**config.mk**
```make
export PLATFORM = sky130hd
export DESIGN_NAME = heartbeat_failure_detector
export DESIGN_NICKNAME = d
export VERILOG_FILES = /design/src/rtl/core/hbfd_pkg.sv /design/src/rtl/core/heartbeat_failure_detector.sv /design/src/rtl/core/hbfd_rem.sv /design/src/rtl/core/hbfd_ctrl.sv /design/src/rtl/core/hbfd_datapath.sv
export SDC_FILE = /design/constraint.sdc
export NUM_CORES = 2
export LEC_CHECK = 0
export ABC_CLOCK_PERIOD_IN_PS = 12400
export BUFFER_PORTS_ARGS = -buffer_cell sky130_fd_sc_hd__buf_2
export CORE_AREA = 5 5 338 374
export CTS_BUF_LIST = sky130_fd_sc_hd__clkbuf_2 sky130_fd_sc_hd__clkbuf_4 sky130_fd_sc_hd__clkbuf_8
export DETAILED_ROUTE_END_ITERATION = 8
export DIE_AREA = 0 0 343 379
export PLACE_DENSITY = 0.76
export SLEW_MARGIN = 20
export SYNTH_ARGS = -nofsm -noshare
export SYNTH_HDL_FRONTEND = slang
export SYNTH_SLANG_ARGS = --single-unit
```
**constraint.sdc**
```tcl
create_clock -name clock -period 12.4 [get_ports clock]
set_clock_uncertainty 0.15 [all_clocks]
set_input_delay 1.24 -clock clock [delete_from_list [all_inputs] [get_ports clock]]
set_output_delay 1.24 -clock clock [all_outputs]
set_load 0.02 [all_outputs]
```
**src/rtl/core/hbfd_pkg.sv**
```systemverilog
`timescale 1ns / 1ps

package hbfd_pkg;

   // Transaction kinds.
   localparam logic [1:0] KIND_POLL  = 2'd0;
   localparam logic [1:0] KIND_CPL   = 2'd1;
   localparam logic [1:0] KIND_DECAY = 2'd2;

   // Register indexes on the csr port.
   localparam logic [2:0] CSR_MY_ID          = 3'd0;
   localparam logic [2:0] CSR_PEER_MASK      = 3'd1;
   localparam logic [2:0] CSR_RETRY_INTERVAL = 3'd2;
   localparam logic [2:0] CSR_ATTEMPT_LIMIT  = 3'd3;
   localparam logic [2:0] CSR_HISTORY_CAP    = 3'd4;

   localparam int ID_W     = 4;
   localparam int ID_SPACE = 16;
   localparam int VALUE_W  = 64;
   localparam int BYTE_W   = 8;
   localparam int CSR_IDX_W  = 3;
   localparam int CSR_DATA_W = 16;

   localparam logic [BYTE_W-1:0] SCORE_LIVE_MIN = 8'd2;
   localparam logic [BYTE_W-1:0] SCORE_STEP     = 8'd2;
   localparam logic [BYTE_W-1:0] FAIL_MAX       = 8'd255;
   localparam logic [BYTE_W-1:0] PHASE_ON       = 8'd1;

   typedef struct packed {
      logic load;
      logic apply_cpl;
      logic step;
      logic use_mod;
      logic mod_start;
      logic emit;
   } hbfd_cmd_type;

   typedef struct packed {
      logic need_mod;
      logic idx_last;
      logic mod_done;
      logic targets_le_one;
   } hbfd_sts_type;

endpackage

```
**src/rtl/core/heartbeat_failure_detector.sv**
```systemverilog
`timescale 1ns / 1ps

// Heartbeat failure detector with leader election. A transaction is taken when
// start is high and busy is low; its results follow on the rsp_ ports, one per
// cycle in consecutive cycles, each marked by rsp_valid for exactly one cycle,
// and the receiver cannot stall them, so it must take every result as it comes.
// rsp_last marks the final result of a transaction; busy falls in that cycle and
// the next transaction may be taken then. A completion passes through an apply
// state and an emit state to its result. A decay round walks one table slot per
// cycle across min(PEER_SLOTS, 16) slots. A poll round walks the same slots and
// then gives one result per polled peer; a present slot whose stored
// phase is at least twice the retry interval minus one (only after the interval
// was lowered) holds the walk while the serial remainder unit wraps its phase.
// The table resets to zero with the block. Configuration is written through
// csr_valid/csr_ready, which is always ready; write only while busy is low.
module heartbeat_failure_detector
   import hbfd_pkg::*;
#(
   parameter int PEER_SLOTS = 16
) (
   input  logic                  clock,
   input  logic                  reset,
   input  logic                  start,
   output logic                  busy,
   input  logic [1:0]            req_kind,
   input  logic [ID_W-1:0]       req_peer_id,
   input  logic [VALUE_W-1:0]    req_counter_value,
   output logic                  rsp_valid,
   output logic                  rsp_read_valid,
   output logic [ID_W-1:0]       rsp_read_peer,
   output logic [ID_W-1:0]       rsp_leader,
   output logic                  rsp_last,
   input  logic                  csr_valid,
   output logic                  csr_ready,
   input  logic [CSR_IDX_W-1:0]  csr_index,
   input  logic [CSR_DATA_W-1:0] csr_data
);

   hbfd_cmd_type cmd;
   hbfd_sts_type sts;

   // Register writes land in any cycle; the user must keep writes to idle time.
   assign csr_ready = 1'b1;

   hbfd_ctrl u_ctrl (
      .clock    (clock),
      .reset    (reset),
      .start    (start),
      .req_kind (req_kind),
      .sts      (sts),
      .cmd      (cmd),
      .busy     (busy)
   );

   hbfd_datapath #(
      .PEER_SLOTS (PEER_SLOTS)
   ) u_datapath (
      .clock             (clock),
      .reset             (reset),
      .cmd               (cmd),
      .sts               (sts),
      .req_kind          (req_kind),
      .req_peer_id       (req_peer_id),
      .req_counter_value (req_counter_value),
      .csr_write         (csr_valid && csr_ready),
      .csr_index         (csr_index),
      .csr_data          (csr_data),
      .rsp_valid         (rsp_valid),
      .rsp_read_valid    (rsp_read_valid),
      .rsp_read_peer     (rsp_read_peer),
      .rsp_leader        (rsp_leader),
      .rsp_last          (rsp_last)
   );

   // An accepted transaction holds the block busy.
   a_accept_busy: assert property (@(posedge clock) disable iff (reset)
      (start && !busy) |=> busy)
      else $error("block did not go busy after accepting a transaction");

   // The block only returns to idle as the final result goes out.
   a_idle_on_last: assert property (@(posedge clock) disable iff (reset)
      $fell(busy) |-> (rsp_valid && rsp_last))
      else $error("block went idle without delivering its final result");

   // Results of one transaction come out back to back.
   a_results_contiguous: assert property (@(posedge clock) disable iff (reset)
      (rsp_valid && !rsp_last) |=> rsp_valid)
      else $error("gap inside the results of one transaction");

endmodule

```
**src/rtl/core/hbfd_rem.sv**
```systemverilog
`timescale 1ns / 1ps

// Restoring remainder unit: one dividend bit per cycle.
module hbfd_rem
   import hbfd_pkg::*;
(
   input  logic              clock,
   input  logic              reset,
   input  logic              start,
   input  logic [BYTE_W:0]   dividend,
   input  logic [BYTE_W-1:0] divisor,
   output logic              done,
   output logic [BYTE_W-1:0] remainder
);

   localparam int DVD_W = BYTE_W + 1;
   localparam int CNT_W = $clog2(DVD_W);

   logic              run_ff;
   logic              done_ff;
   logic [BYTE_W-1:0] rem_ff;
   logic [DVD_W-1:0]  dvd_ff;
   logic [BYTE_W-1:0] div_ff;
   logic [CNT_W-1:0]  cnt_ff;

   logic [DVD_W-1:0]  trial;
   logic [DVD_W-1:0]  trial_sub;
   logic [BYTE_W-1:0] rem_in;

   always_comb begin
      trial     = {rem_ff, dvd_ff[DVD_W-1]};
      trial_sub = trial - {1'b0, div_ff};
      if (trial >= {1'b0, div_ff}) begin
         rem_in = trial_sub[BYTE_W-1:0];
      end else begin
         rem_in = trial[BYTE_W-1:0];
      end
   end

   always_ff @(posedge clock) begin
      if (reset) begin
         run_ff  <= 1'b0;
         done_ff <= 1'b0;
      end else begin
         done_ff <= 1'b0;
         if (start) begin
            run_ff <= 1'b1;
         end else if (run_ff && cnt_ff == '0) begin
            run_ff  <= 1'b0;
            done_ff <= 1'b1;
         end
      end
   end

   always_ff @(posedge clock) begin
      if (start) begin
         rem_ff <= '0;
         dvd_ff <= dividend;
         div_ff <= divisor;
         cnt_ff <= CNT_W'(DVD_W - 1);
      end else if (run_ff) begin
         rem_ff <= rem_in;
         dvd_ff <= {dvd_ff[DVD_W-2:0], 1'b0};
         cnt_ff <= cnt_ff - 1'b1;
      end
   end

   assign done      = done_ff;
   assign remainder = rem_ff;

   a_done_latency: assert property (@(posedge clock) disable iff (reset)
      start |-> ##(DVD_W + 1) done)
      else $error("remainder unit did not finish on time");

endmodule

```
**src/rtl/core/hbfd_ctrl.sv**
```systemverilog
`timescale 1ns / 1ps

// Sequencer: accepts, applies or walks the slots, then emits results.
module hbfd_ctrl
   import hbfd_pkg::*;
(
   input  logic         clock,
   input  logic         reset,
   input  logic         start,
   input  logic [1:0]   req_kind,
   input  hbfd_sts_type sts,
   output hbfd_cmd_type cmd,
   output logic         busy
);

   typedef enum logic [2:0] {
      ST_IDLE,
      ST_APPLY,
      ST_SCAN,
      ST_MOD,
      ST_EMIT
   } state_type;

   state_type state_ff;
   state_type state_in;

   always_comb begin
      cmd      = '0;
      state_in = state_ff;
      case (state_ff)
         ST_IDLE: begin
            if (start) begin
               cmd.load = 1'b1;
               if (req_kind == KIND_POLL || req_kind == KIND_DECAY) begin
                  state_in = ST_SCAN;
               end else begin
                  state_in = ST_APPLY;
               end
            end
         end
         ST_APPLY: begin
            cmd.apply_cpl = 1'b1;
            state_in      = ST_EMIT;
         end
         ST_SCAN: begin
            if (sts.need_mod) begin
               cmd.mod_start = 1'b1;
               state_in      = ST_MOD;
            end else begin
               cmd.step = 1'b1;
               if (sts.idx_last) begin
                  state_in = ST_EMIT;
               end
            end
         end
         ST_MOD: begin
            if (sts.mod_done) begin
               cmd.step    = 1'b1;
               cmd.use_mod = 1'b1;
               state_in    = sts.idx_last ? ST_EMIT : ST_SCAN;
            end
         end
         ST_EMIT: begin
            cmd.emit = 1'b1;
            if (sts.targets_le_one) begin
               state_in = ST_IDLE;
            end
         end
         default: begin
            state_in = ST_IDLE;
         end
      endcase
   end

   always_ff @(posedge clock) begin
      if (reset) begin
         state_ff <= ST_IDLE;
      end else begin
         state_ff <= state_in;
      end
   end

   assign busy = (state_ff != ST_IDLE);

endmodule

```
**src/rtl/core/hbfd_datapath.sv**
```systemverilog
`timescale 1ns / 1ps

// Liveness table, configuration registers, slot update logic and result register.
module hbfd_datapath
   import hbfd_pkg::*;
#(
   parameter int PEER_SLOTS = 16
) (
   input  logic                  clock,
   input  logic                  reset,
   input  hbfd_cmd_type          cmd,
   output hbfd_sts_type          sts,
   input  logic [1:0]            req_kind,
   input  logic [ID_W-1:0]       req_peer_id,
   input  logic [VALUE_W-1:0]    req_counter_value,
   input  logic                  csr_write,
   input  logic [CSR_IDX_W-1:0]  csr_index,
   input  logic [CSR_DATA_W-1:0] csr_data,
   output logic                  rsp_valid,
   output logic                  rsp_read_valid,
   output logic [ID_W-1:0]       rsp_read_peer,
   output logic [ID_W-1:0]       rsp_leader,
   output logic                  rsp_last
);

   // Only ids below the id space can ever be present.
   localparam int ACTIVE_SLOTS = (PEER_SLOTS < ID_SPACE) ? PEER_SLOTS : ID_SPACE;
   localparam int IDX_W        = $clog2(ACTIVE_SLOTS);

   // Configuration.
   logic [ID_W-1:0]       my_id_ff;
   logic [ID_SPACE-1:0]   peer_mask_ff;
   logic [BYTE_W-1:0]     retry_interval_ff;
   logic [BYTE_W-1:0]     attempt_limit_ff;
   logic [BYTE_W-1:0]     history_cap_ff;

   // Liveness table.
   logic [VALUE_W-1:0]    last_value_ff  [ACTIVE_SLOTS];
   logic [BYTE_W-1:0]     fresh_score_ff [ACTIVE_SLOTS];
   logic [BYTE_W-1:0]     fail_count_ff  [ACTIVE_SLOTS];
   logic [BYTE_W-1:0]     retry_phase_ff [ACTIVE_SLOTS];

   // Transaction context.
   logic [1:0]            kind_ff;
   logic [ID_W-1:0]       pid_ff;
   logic [VALUE_W-1:0]    cval_ff;
   logic [IDX_W-1:0]      idx_ff;
   logic [ACTIVE_SLOTS-1:0] target_ff;

   // Result register.
   logic                  rsp_valid_ff;
   logic                  rsp_read_valid_ff;
   logic [ID_W-1:0]       rsp_read_peer_ff;
   logic [ID_W-1:0]       rsp_leader_ff;
   logic                  rsp_last_ff;

   logic [ACTIVE_SLOTS-1:0] present_vec;
   logic [IDX_W-1:0]      addr;
   logic                  addr_present;
   logic                  pid_in_range;
   logic [BYTE_W-1:0]     cur_score;
   logic [BYTE_W-1:0]     cur_fail;
   logic [BYTE_W-1:0]     cur_phase;
   logic [BYTE_W-1:0]     period;
   logic [BYTE_W:0]       phase_inc;
   logic [BYTE_W:0]       period_x1;
   logic [BYTE_W:0]       period_x2;
   logic [BYTE_W:0]       phase_sub;
   logic                  fast_ok;
   logic [BYTE_W-1:0]     fast_phase;
   logic [BYTE_W-1:0]     phase_in;
   logic                  target_in;
   logic [BYTE_W-1:0]     decay_score_in;
   logic [BYTE_W-1:0]     decay_fail_in;
   logic [BYTE_W:0]       cpl_sum;
   logic [BYTE_W-1:0]     cpl_score_in;
   logic                  cpl_rise;
   logic                  mod_done;
   logic [BYTE_W-1:0]     mod_rem;
   logic                  leader_found;
   logic [ID_W-1:0]       leader_cand;
   logic [ID_W-1:0]       leader_now;
   logic [ID_W-1:0]       first_target;
   logic [ACTIVE_SLOTS-1:0] target_rest;

   always_comb begin
      for (int i = 0; i < ACTIVE_SLOTS; i++) begin
         present_vec[i] = peer_mask_ff[i] && (ID_W'(i) != my_id_ff);
      end
   end

   // One table address at a time: the completing peer or the scan slot.
   assign pid_in_range = ({1'b0, pid_ff} < (ID_W + 1)'(ACTIVE_SLOTS));
   assign addr         = (kind_ff == KIND_CPL) ? pid_ff[IDX_W-1:0] : idx_ff;
   assign addr_present = present_vec[addr] &&
                         ((kind_ff != KIND_CPL) || pid_in_range);

   assign cur_score = fresh_score_ff[addr];
   assign cur_fail  = fail_count_ff[addr];
   assign cur_phase = retry_phase_ff[addr];

   // Phase advance: compare-and-subtract when the phase is near the period,
   // otherwise the remainder unit finishes the job.
   always_comb begin
      period     = (retry_interval_ff == '0) ? BYTE_W'(1) : retry_interval_ff;
      phase_inc  = {1'b0, cur_phase} + (BYTE_W + 1)'(1);
      period_x1  = {1'b0, period};
      period_x2  = {period, 1'b0};
      phase_sub  = phase_inc - period_x1;
      fast_ok    = (phase_inc < period_x2);
      if (phase_inc < period_x1) begin
         fast_phase = phase_inc[BYTE_W-1:0];
      end else begin
         fast_phase = phase_sub[BYTE_W-1:0];
      end
      phase_in  = cmd.use_mod ? mod_rem : fast_phase;
      target_in = !((cur_fail > attempt_limit_ff) && (phase_in != PHASE_ON));
   end

   always_comb begin
      decay_score_in = (cur_score != '0) ? (cur_score - 1'b1) : cur_score;
      if (decay_score_in == '0 && cur_fail != FAIL_MAX) begin
         decay_fail_in = cur_fail + 1'b1;
      end else begin
         decay_fail_in = cur_fail;
      end
      cpl_sum = {1'b0, cur_score} + {1'b0, SCORE_STEP};
      if (cpl_sum > {1'b0, history_cap_ff}) begin
         cpl_score_in = history_cap_ff;
      end else begin
         cpl_score_in = cpl_sum[BYTE_W-1:0];
      end
      cpl_rise = (last_value_ff[addr] < cval_ff);
   end

   hbfd_rem u_rem (
      .clock     (clock),
      .reset     (reset),
      .start     (cmd.mod_start),
      .dividend  (phase_inc),
      .divisor   (period),
      .done      (mod_done),
      .remainder (mod_rem)
   );

   // Leader: lowest live present peer; my_id if that peer is not below it.
   always_comb begin
      leader_found = 1'b0;
      leader_cand  = '0;
      for (int i = ACTIVE_SLOTS - 1; i >= 0; i--) begin
         if (present_vec[i] && fresh_score_ff[i] > SCORE_LIVE_MIN) begin
            leader_found = 1'b1;
            leader_cand  = ID_W'(i);
         end
      end
      leader_now = (leader_found && leader_cand < my_id_ff) ? leader_cand : my_id_ff;
   end

   always_comb begin
      first_target = '0;
      for (int i = ACTIVE_SLOTS - 1; i >= 0; i--) begin
         if (target_ff[i]) begin
            first_target = ID_W'(i);
         end
      end
      target_rest = target_ff & (target_ff - 1'b1);
   end

   always_comb begin
      sts.need_mod       = (kind_ff == KIND_POLL) && addr_present && !fast_ok;
      sts.idx_last       = (idx_ff == IDX_W'(ACTIVE_SLOTS - 1));
      sts.mod_done       = mod_done;
      sts.targets_le_one = (target_rest == '0);
   end

   // Configuration registers.
   always_ff @(posedge clock) begin
      if (reset) begin
         my_id_ff          <= ID_W'(1);
         peer_mask_ff      <= '0;
         retry_interval_ff <= BYTE_W'(8);
         attempt_limit_ff  <= BYTE_W'(4);
         history_cap_ff    <= BYTE_W'(8);
      end else if (csr_write) begin
         case (csr_index)
            CSR_MY_ID:          my_id_ff          <= csr_data[ID_W-1:0];
            CSR_PEER_MASK:      peer_mask_ff      <= csr_data[ID_SPACE-1:0];
            CSR_RETRY_INTERVAL: retry_interval_ff <= csr_data[BYTE_W-1:0];
            CSR_ATTEMPT_LIMIT:  attempt_limit_ff  <= csr_data[BYTE_W-1:0];
            CSR_HISTORY_CAP:    history_cap_ff    <= csr_data[BYTE_W-1:0];
            default: begin
            end
         endcase
      end
   end

   // Table and transaction context.
   always_ff @(posedge clock) begin
      if (reset) begin
         for (int i = 0; i < ACTIVE_SLOTS; i++) begin
            last_value_ff[i]  <= '0;
            fresh_score_ff[i] <= '0;
            fail_count_ff[i]  <= '0;
            retry_phase_ff[i] <= '0;
         end
         kind_ff   <= KIND_POLL;
         idx_ff    <= '0;
         target_ff <= '0;
      end else begin
         if (cmd.load) begin
            kind_ff   <= req_kind;
            idx_ff    <= '0;
            target_ff <= '0;
         end
         if (cmd.apply_cpl && kind_ff == KIND_CPL && addr_present) begin
            if (cpl_rise) begin
               fresh_score_ff[addr] <= cpl_score_in;
               fail_count_ff[addr]  <= '0;
            end
            last_value_ff[addr] <= cval_ff;
         end
         if (cmd.step) begin
            idx_ff <= idx_ff + 1'b1;
            if (addr_present && kind_ff == KIND_POLL) begin
               retry_phase_ff[addr] <= phase_in;
               target_ff[addr]      <= target_in;
            end
            if (addr_present && kind_ff == KIND_DECAY) begin
               fresh_score_ff[addr] <= decay_score_in;
               fail_count_ff[addr]  <= decay_fail_in;
            end
         end
         if (cmd.emit) begin
            target_ff <= target_rest;
         end
      end
   end

   always_ff @(posedge clock) begin
      if (cmd.load) begin
         pid_ff  <= req_peer_id;
         cval_ff <= req_counter_value;
      end
   end

   // Result register.
   always_ff @(posedge clock) begin
      if (reset) begin
         rsp_valid_ff <= 1'b0;
      end else begin
         rsp_valid_ff <= cmd.emit;
      end
   end

   always_ff @(posedge clock) begin
      if (cmd.emit) begin
         rsp_read_valid_ff <= (target_ff != '0);
         rsp_read_peer_ff  <= first_target;
         rsp_leader_ff     <= leader_now;
         rsp_last_ff       <= (target_rest == '0);
      end
   end

   assign rsp_valid      = rsp_valid_ff;
   assign rsp_read_valid = rsp_read_valid_ff;
   assign rsp_read_peer  = rsp_read_peer_ff;
   assign rsp_leader     = rsp_leader_ff;
   assign rsp_last       = rsp_last_ff;

   a_null_is_last: assert property (@(posedge clock) disable iff (reset)
      (rsp_valid_ff && !rsp_read_valid_ff) |-> rsp_last_ff)
      else $error("result without a read target was not the final one");

endmodule

```
Word-level counts from Yosys, hierarchy flattened --
Memories as Yosys holds them, arrays and structs flattened. Index checks and enable logic that the tools add are counted.
Storage, ports and cells: bits in writable memories 1408, input port bits 93, output and inout port bits 13, bits in registers 179, word-level logic and storage cells 295, ROM bits 0, latch bits 0, memories kept 4
Cells by class: shifts and indexed selects 0, equality and inequality tests 33, multiply operators 0, add/sub/neg operators 9, order comparisons 25, bitwise gates (word level) 3, reduce and logical (&&, ||, !) cells 74, muxes and demuxes 122, div/mod/pow operators 0
Memory list:
- u_datapath.last_value_ff | depth 16, width 64, rd ports 1, clocked after Yosys merged registers in 0, write ports 16, RTL line hbfd_datapath.sv:38 | logic [VALUE_W-1:0] last_value_ff [ACTIVE_SLOTS];
- u_datapath.fail_count_ff | depth 16, width 8, rd ports 1, clocked after Yosys merged registers in 0, write ports 16, RTL line hbfd_datapath.sv:40 | logic [BYTE_W-1:0] fail_count_ff [ACTIVE_SLOTS];
- u_datapath.fresh_score_ff | depth 16, width 8, rd ports 17, clocked after Yosys merged registers in 0, write ports 16, RTL line hbfd_datapath.sv:39 | logic [BYTE_W-1:0] fresh_score_ff [ACTIVE_SLOTS];
- u_datapath.retry_phase_ff | depth 16, width 8, rd ports 1, clocked after Yosys merged registers in 0, write ports 16, RTL line hbfd_datapath.sv:41 | logic [BYTE_W-1:0] retry_phase_ff [ACTIVE_SLOTS];
Operators with widths (number):
- greater-than comparator 8 x 2 -> 1 bit (second input constant) | 16
- 2-to-1 mux 4 bit | 32
- 2-to-1 mux 8 bit | 12
- 2-to-1 mux 16 bit | 5
- < comparator 64 bit | 1
- 2-to-1 mux 64 bit | 1
- OR reduction 64 bit | 1
- 2-to-1 mux 1 bit | 51
- logical AND 1 bit | 42
- != test 4 bit (first input constant) | 8
- OR reduction 8 bit | 4
- 2-to-1 mux 3 bit | 10
- 2-to-1 mux 9 bit | 2
- AND 16 bit | 1
- bitwise mux 16 bit | 1
- logical NOT 16 bit | 1
- logical NOT 8 bit | 2
- != test 3 x 4 -> 1 bit (first input constant) | 4
- nonzero test 16 bit | 1
- subtractor 16 x 1 -> 16 bit (second input constant) | 1
- subtractor 8 bit | 2
- case mux 3 bit (5 select lines) | 1
- equality test 3 x 2 -> 1 bit (second input constant) | 4
- AND reduction 2 bit | 5
- 43 further kinds | 58

Longest topological paths before layout --
depth in word-level cells 22, depth in mapped cells 29

By module --
From an unflattened synthesis, not the netlist that was laid out.
Second synthesis, totals: cell total of the unflattened synthesis 5500, area total of the unflattened synthesis 73309.1 sq um
Modules (own cells, without submodules):
- hbfd_datapath | seq. area each 45964.1 sq um, instances 1, cells an instance 5307, area each 71381.0 sq um
- hbfd_rem | seq. area each 790.8 sq um, instances 1, cells an instance 156, area each 1666.6 sq um
- hbfd_ctrl | seq. area each 60.1 sq um, instances 1, cells an instance 35, area each 250.2 sq um
- heartbeat_failure_detector | seq. area each 0.0 sq um, instances 1, cells an instance 2, area each 11.3 sq um

Worst setup path before layout --
Ideal clock, no wire load.
path kind reg-to-reg, start register u_datapath.kind_ff[0], end memory u_datapath.fail_count_ff[11][0], enable pin, period minus slack after synthesis 6.905 ns, data required time 11.875 ns, cell stages (with the launch flop) 29, arrival 6.380 ns, setup slack 5.495 ns, cells stage by stage dfxtp_1 and3b_1 clkbuf_1 a21o_1 buf_2 buf_2 buf_2 buf_1 buf_2 clkbuf_1 clkbuf_1 clkbuf_1 mux4_2 o22ai_1 nor2_1 ha_1 a21o_1 a21o_1 a21o_1 a21o_1 a21o_1 a21o_1 a221oi_1 o31ai_1 nand4_1 a41oi_1 or2_2 clkbuf_1 nand2b_1
RTL lines:
- start: declaration | RTL line hbfd_datapath.sv:44 | logic [1:0] kind_ff;
- start signal: assignment | RTL line hbfd_datapath.sv:211 | kind_ff <= req_kind;
- end: declaration | RTL line hbfd_datapath.sv:40

Final worst setup path --
start register u_datapath.kind_ff[1], end register u_datapath.target_ff[0]
On the way: cells in the longest elaborated chain, start to end 14, elaborated cells on any way between the ends 31, those cells by class add/sub: 2; order compare: 5; eq/ne: 2; mux: 13; reduce/logical: 7; memory: 2
Ends and longest elaborated chain:
- equality test 2 x 1 -> 1 bit | RTL line hbfd_datapath.sv:94 | assign addr = (kind_ff == KIND_CPL) ? pid_ff[IDX_W-1:0] : idx_ff;
- 2-to-1 mux 4 bit | RTL line hbfd_datapath.sv:94
- memory read (16 x 8 bit)
- adder 8 x 1 -> 9 bit | RTL line hbfd_datapath.sv:106 | phase_inc = {1'b0, cur_phase} + (BYTE_W + 1)'(1);
- subtractor 8 bit / < comparator 9 x 8 -> 1 bit (equally long branches) | RTL line hbfd_datapath.sv:109, hbfd_datapath.sv:111
- 2-to-1 mux 8 bit | RTL line hbfd_datapath.sv:111 | if (phase_inc < period_x1) begin
- 2-to-1 mux 8 bit | RTL line hbfd_datapath.sv:116 | phase_in = cmd.use_mod ? mod_rem : fast_phase;
- != test 8 x 1 -> 1 bit | RTL line hbfd_datapath.sv:117 | target_in = !((cur_fail > attempt_limit_ff) && (phase_in != PHASE_ON));
- logical AND 1 bit | RTL line hbfd_datapath.sv:117
- logical NOT 1 bit | RTL line hbfd_datapath.sv:117
- bitwise mux 16 bit | RTL line hbfd_datapath.sv:226 | target_ff[addr] <= target_in;
- 2-to-1 mux 16 bit | RTL line hbfd_datapath.sv:224 | if (addr_present && kind_ff == KIND_POLL) begin
- 2-to-1 mux 16 bit * | RTL line hbfd_datapath.sv:222 | if (cmd.step) begin
- 2-to-1 mux 16 bit * | RTL line hbfd_datapath.sv:233 | if (cmd.emit) begin
- end signal: indexed assignment | RTL line hbfd_datapath.sv:226
- end signal: assignment | RTL line hbfd_datapath.sv:234 | target_ff <= target_rest;
- end: declaration | RTL line hbfd_datapath.sv:48 | logic [ACTIVE_SLOTS-1:0] target_ff;
Every way passes the cells marked *; elsewhere a longest branch is shown, timed or not. The select of a mux whose other input is x is not followed. A chain may end at the register's enable or synchronous reset.

==> results.md <==
- Period utilisation layout: 0.6979
- Post-CTS Resized: 0
- Routability cong.: 0.9490
- Relative slew margins: 0.1561
- Initial antenna violation count: 3
- CP peak stage delay: 830 ps
- Synthesized area per cell: 13.23 um^2
- Status: finished, final reports clean
- First-pass GRT wire length: 305400 um
- Critical path cell sequence: nand2b_2 > mux2_8 > buf_12 > nand2_1 > a32o_1 > nor4_1 > ha_1 > inv_1 > nor3_1 > xnor2_1 > ha_1 > o21ai_0 > a21oi_1 > o211ai_1 > nand2_1 > a31oi_1 > o41ai_1 > a31oi_2 > nand3_1 > or3_1 > a311oi_1
- Final WS setup: 3746 ps
- Ys async rst share: 0
- Antenna viol nets, final: 0
- Final setup violation count: 0
- CTS Sinks: 1587
- Max Used Layer: met5
- Placed insts: 6819
- Top post-synthesis cells by area: edfxtp_1 62%, mux4_2 9.8%, nor3_1 7.2%, nor2_1 2.9%, dfxtp_1 2.3%
- Lkg Pwr: 26.12 nW
- TritonCTS clock tree: built
- M1 WL: 69930 um
- Die width: 343 um
- H-tree Lvls: 4
- Final Slew Violations: 0
- Most instantiated library cell after synthesis: edfxtp_1
- Primary FF master, synth: edfxtp_1
- Hold Vio Cnt, Final: 0
- Hold WC Path Type: in2reg
- Worst-Margin Slew: 1266 ps
- Hold Slack: 273.5 ps
- Drt pass-1 iters: 8
- Synth Cell Area: 72730 um^2
- Buf+Inv Stages, Crit Path: 2
- Vias in the first global route: 48.87k
- Fin nets: 5623
- Startpoint Class: register
- CTS clk-pin slew, worst paths: 70 ps
- GRT overflow: 0
- Pwr/cell area: 178.1 nW/um^2
- Final wirelength: 205800 um
- Worst slack, placed: 3453 ps
- Largest net degree at the start of global routing: 258
- Initial core utilization: 0.5956
- Hold_buf cts: 0
- Fmax: 115.6 MHz
- Cell Count, Final, Fillers Out: 7248
- Crit path DAT: 9340 ps
- Die area: 130000 um^2
- CP Max Fanout: 109
- Fillers: 8709
- VDD IR max: 0.0001451 V
- Synth unique cells: 85
- Top Ports: 106
- Kind of critical path: reg2reg
- PortBufs: 104
- Clock period minus worst slack: 8654 ps
- CTS Buf Count: 236
- Setup TNS Final: 0 ps
- Gr usage total: 0.3157
- Vias: 49.47k
- DP Wirelength: 115800 um
- Cell Rows: 135
- Power consumption: 14.09 mW
- Syn. warnings: 0
- RSZ-0062 raised after global routing: no
- Worst-Skew Late Latency: 990 ps
- Chip height: 379 um
- WL per Instance: 28.39 um
- Area added between synthesis and finish: 8.758%
- Routed met3 length: 25910 um
- Core Box Area: 122100 um^2
- Wire length on met2: 97280 um
- Cell taking the most area after synthesis: edfxtp_1
- Number of synthesized flops with an enable pin: 1503
- Post-synthesis sequential area ratio: 0.6437
- Mapped Cells: 5496
- Yosys top cell area share: 0.6205
- DR DRC count: 0
- Maximum root-to-sink buffer count: 3
- Syn Nets: 5706
- Synthesis-stage register bit count: 1587
- Vias/cell: 6.825
- Crit path max-delay cell type: mux2_8
- Commonest cells in the netlist: 1503 x edfxtp_1, 1041 x nor3_1, 570 x nor2_1
- Critical path required time: 13080 ps
- Layout cell share with drive strength beyond 1: 0.1755
- Worst setup EP type: register
- Family with the most delay on the worst path: compound AO/OA/AOI/OAI gates
- Root Buffer: clkbuf_8
- Initial DRC Count: 7212
- Setup bufs post-CTS: 0
- Max_cap viols: 0
[worst register-to-register path: cells and delay by family, from the launching register on]
kind / cells / cell delay, ps
DFF: 1 / 440
AOI/OAI and AO/OA: 8 / 2830
adders and majority gates: 2 / 590
xor gates and xnor gates: 1 / 290
buffers and inverters: 2 / 840
and+or+nand+nor: 7 / 2590
muxes: 1 / 840
[registers in the layout, indices dropped and copies added (netlist names), 9 cells and up]
name / count
u_datapath.retry_phase_ff: 128
u_datapath.peer_mask_ff: 16
u_datapath.fail_count_ff: 128
u_datapath.u_rem.dvd_ff: 9
u_datapath.last_value_ff: 1024
u_datapath.fresh_score_ff: 128
u_datapath.cval_ff: 64
u_datapath.target_ff: 16
[worst paths after layout]
| path | startpoint | end | slack [ps] | cells after the start |
|---|---|---|---|---|
| worst max-delay path | u_datapath.kind_ff[1]$_SDFFE_PP0P_ | u_datapath.target_ff[0]$_SDFF_PP0_ | 3750 | 21 |
| worst min-delay path | req_counter_value[48] | u_datapath.cval_ff[48]$_DFFE_PP_ | 270 | 1 |
| worst max register to register | u_datapath.kind_ff[1]$_SDFFE_PP0P_ | u_datapath.target_ff[0]$_SDFF_PP0_ | 3750 | 21 |
| worst min register to register | u_datapath.attempt_limit_ff[3]$_SDFFE_PP0P_ | u_datapath.attempt_limit_ff[3]$_SDFFE_PP0P_ | 310 | 2 |
[where the power goes]
group | switching, mW | internal, mW
Combinational | 2.35 | 1.24
Clock | 2.09 | 2.15
Sequential | 0.140 | 6.12
Total | 4.58 | 9.50
[layout by cell type (no fill, tap or decap), types with 50 or more instances in the layout]
cell type,Yosys,final
o22ai_1,157,157
mux2i_1,53,50
nor3_1,1041,1040
dfxtp_1,84,84
clkinv_1,63,129
buf_2,24,103
clkbuf_4,0,75
o21ai_0,66,66
a21oi_1,120,117
nand2_1,259,246
mux4_2,316,316
nor2_1,570,569
edfxtp_1,1503,1503
buf_4,7,85
inv_1,71,70
clkbuf_8,0,236
ha_1,115,115
[logic make-up (layout without fill, tap and decap cells)]
family          count (synthesis)  after routing  share of synthesized area
simple gates                 2166           2166                     0.1404
flops                        1587           1587                     0.6437
buf+inv                       649            755                    0.03458
compound gates                564            564                    0.04999
mux                           380            380                     0.1071
fa+ha+maj                     118            118                    0.02047
xor+xnor                       31             31                   0.003836
other cells                     1              3                 0.00005156
[layer usage]
metal / GRT usage / vias up
li1: - / 20880
met5: 0 / -
met3: 0.06632 / 795
met1: 0.4100 / 24100
met4: 0.1648 / 2
met2: 0.5078 / 3692
[stage by stage]
stage,instance area (um^2),util
3_3_place_gp,74420,0.6094
3_5_place_dp,74460,0.6097
6_report,79100,0.6477
4_1_cts,79070,0.6475
2_1_floorplan,72730,-
5_1_grt,79100,0.6477
[final cells by class]
class,count,area [um^2],area share
clock buffers,311,3811,0.04818
multi-input cells,3260,23840,0.3013
clock inverters,116,803.3,0.01015
repair buffers,194,1269,0.01604
inverters,134,505.5,0.006390
diodes,2,5.005,0.00006327
well taps,1644,2057,0.02600
flip-flops and latches,1587,46810,0.5918
Power figures use the tool's default switching activity.
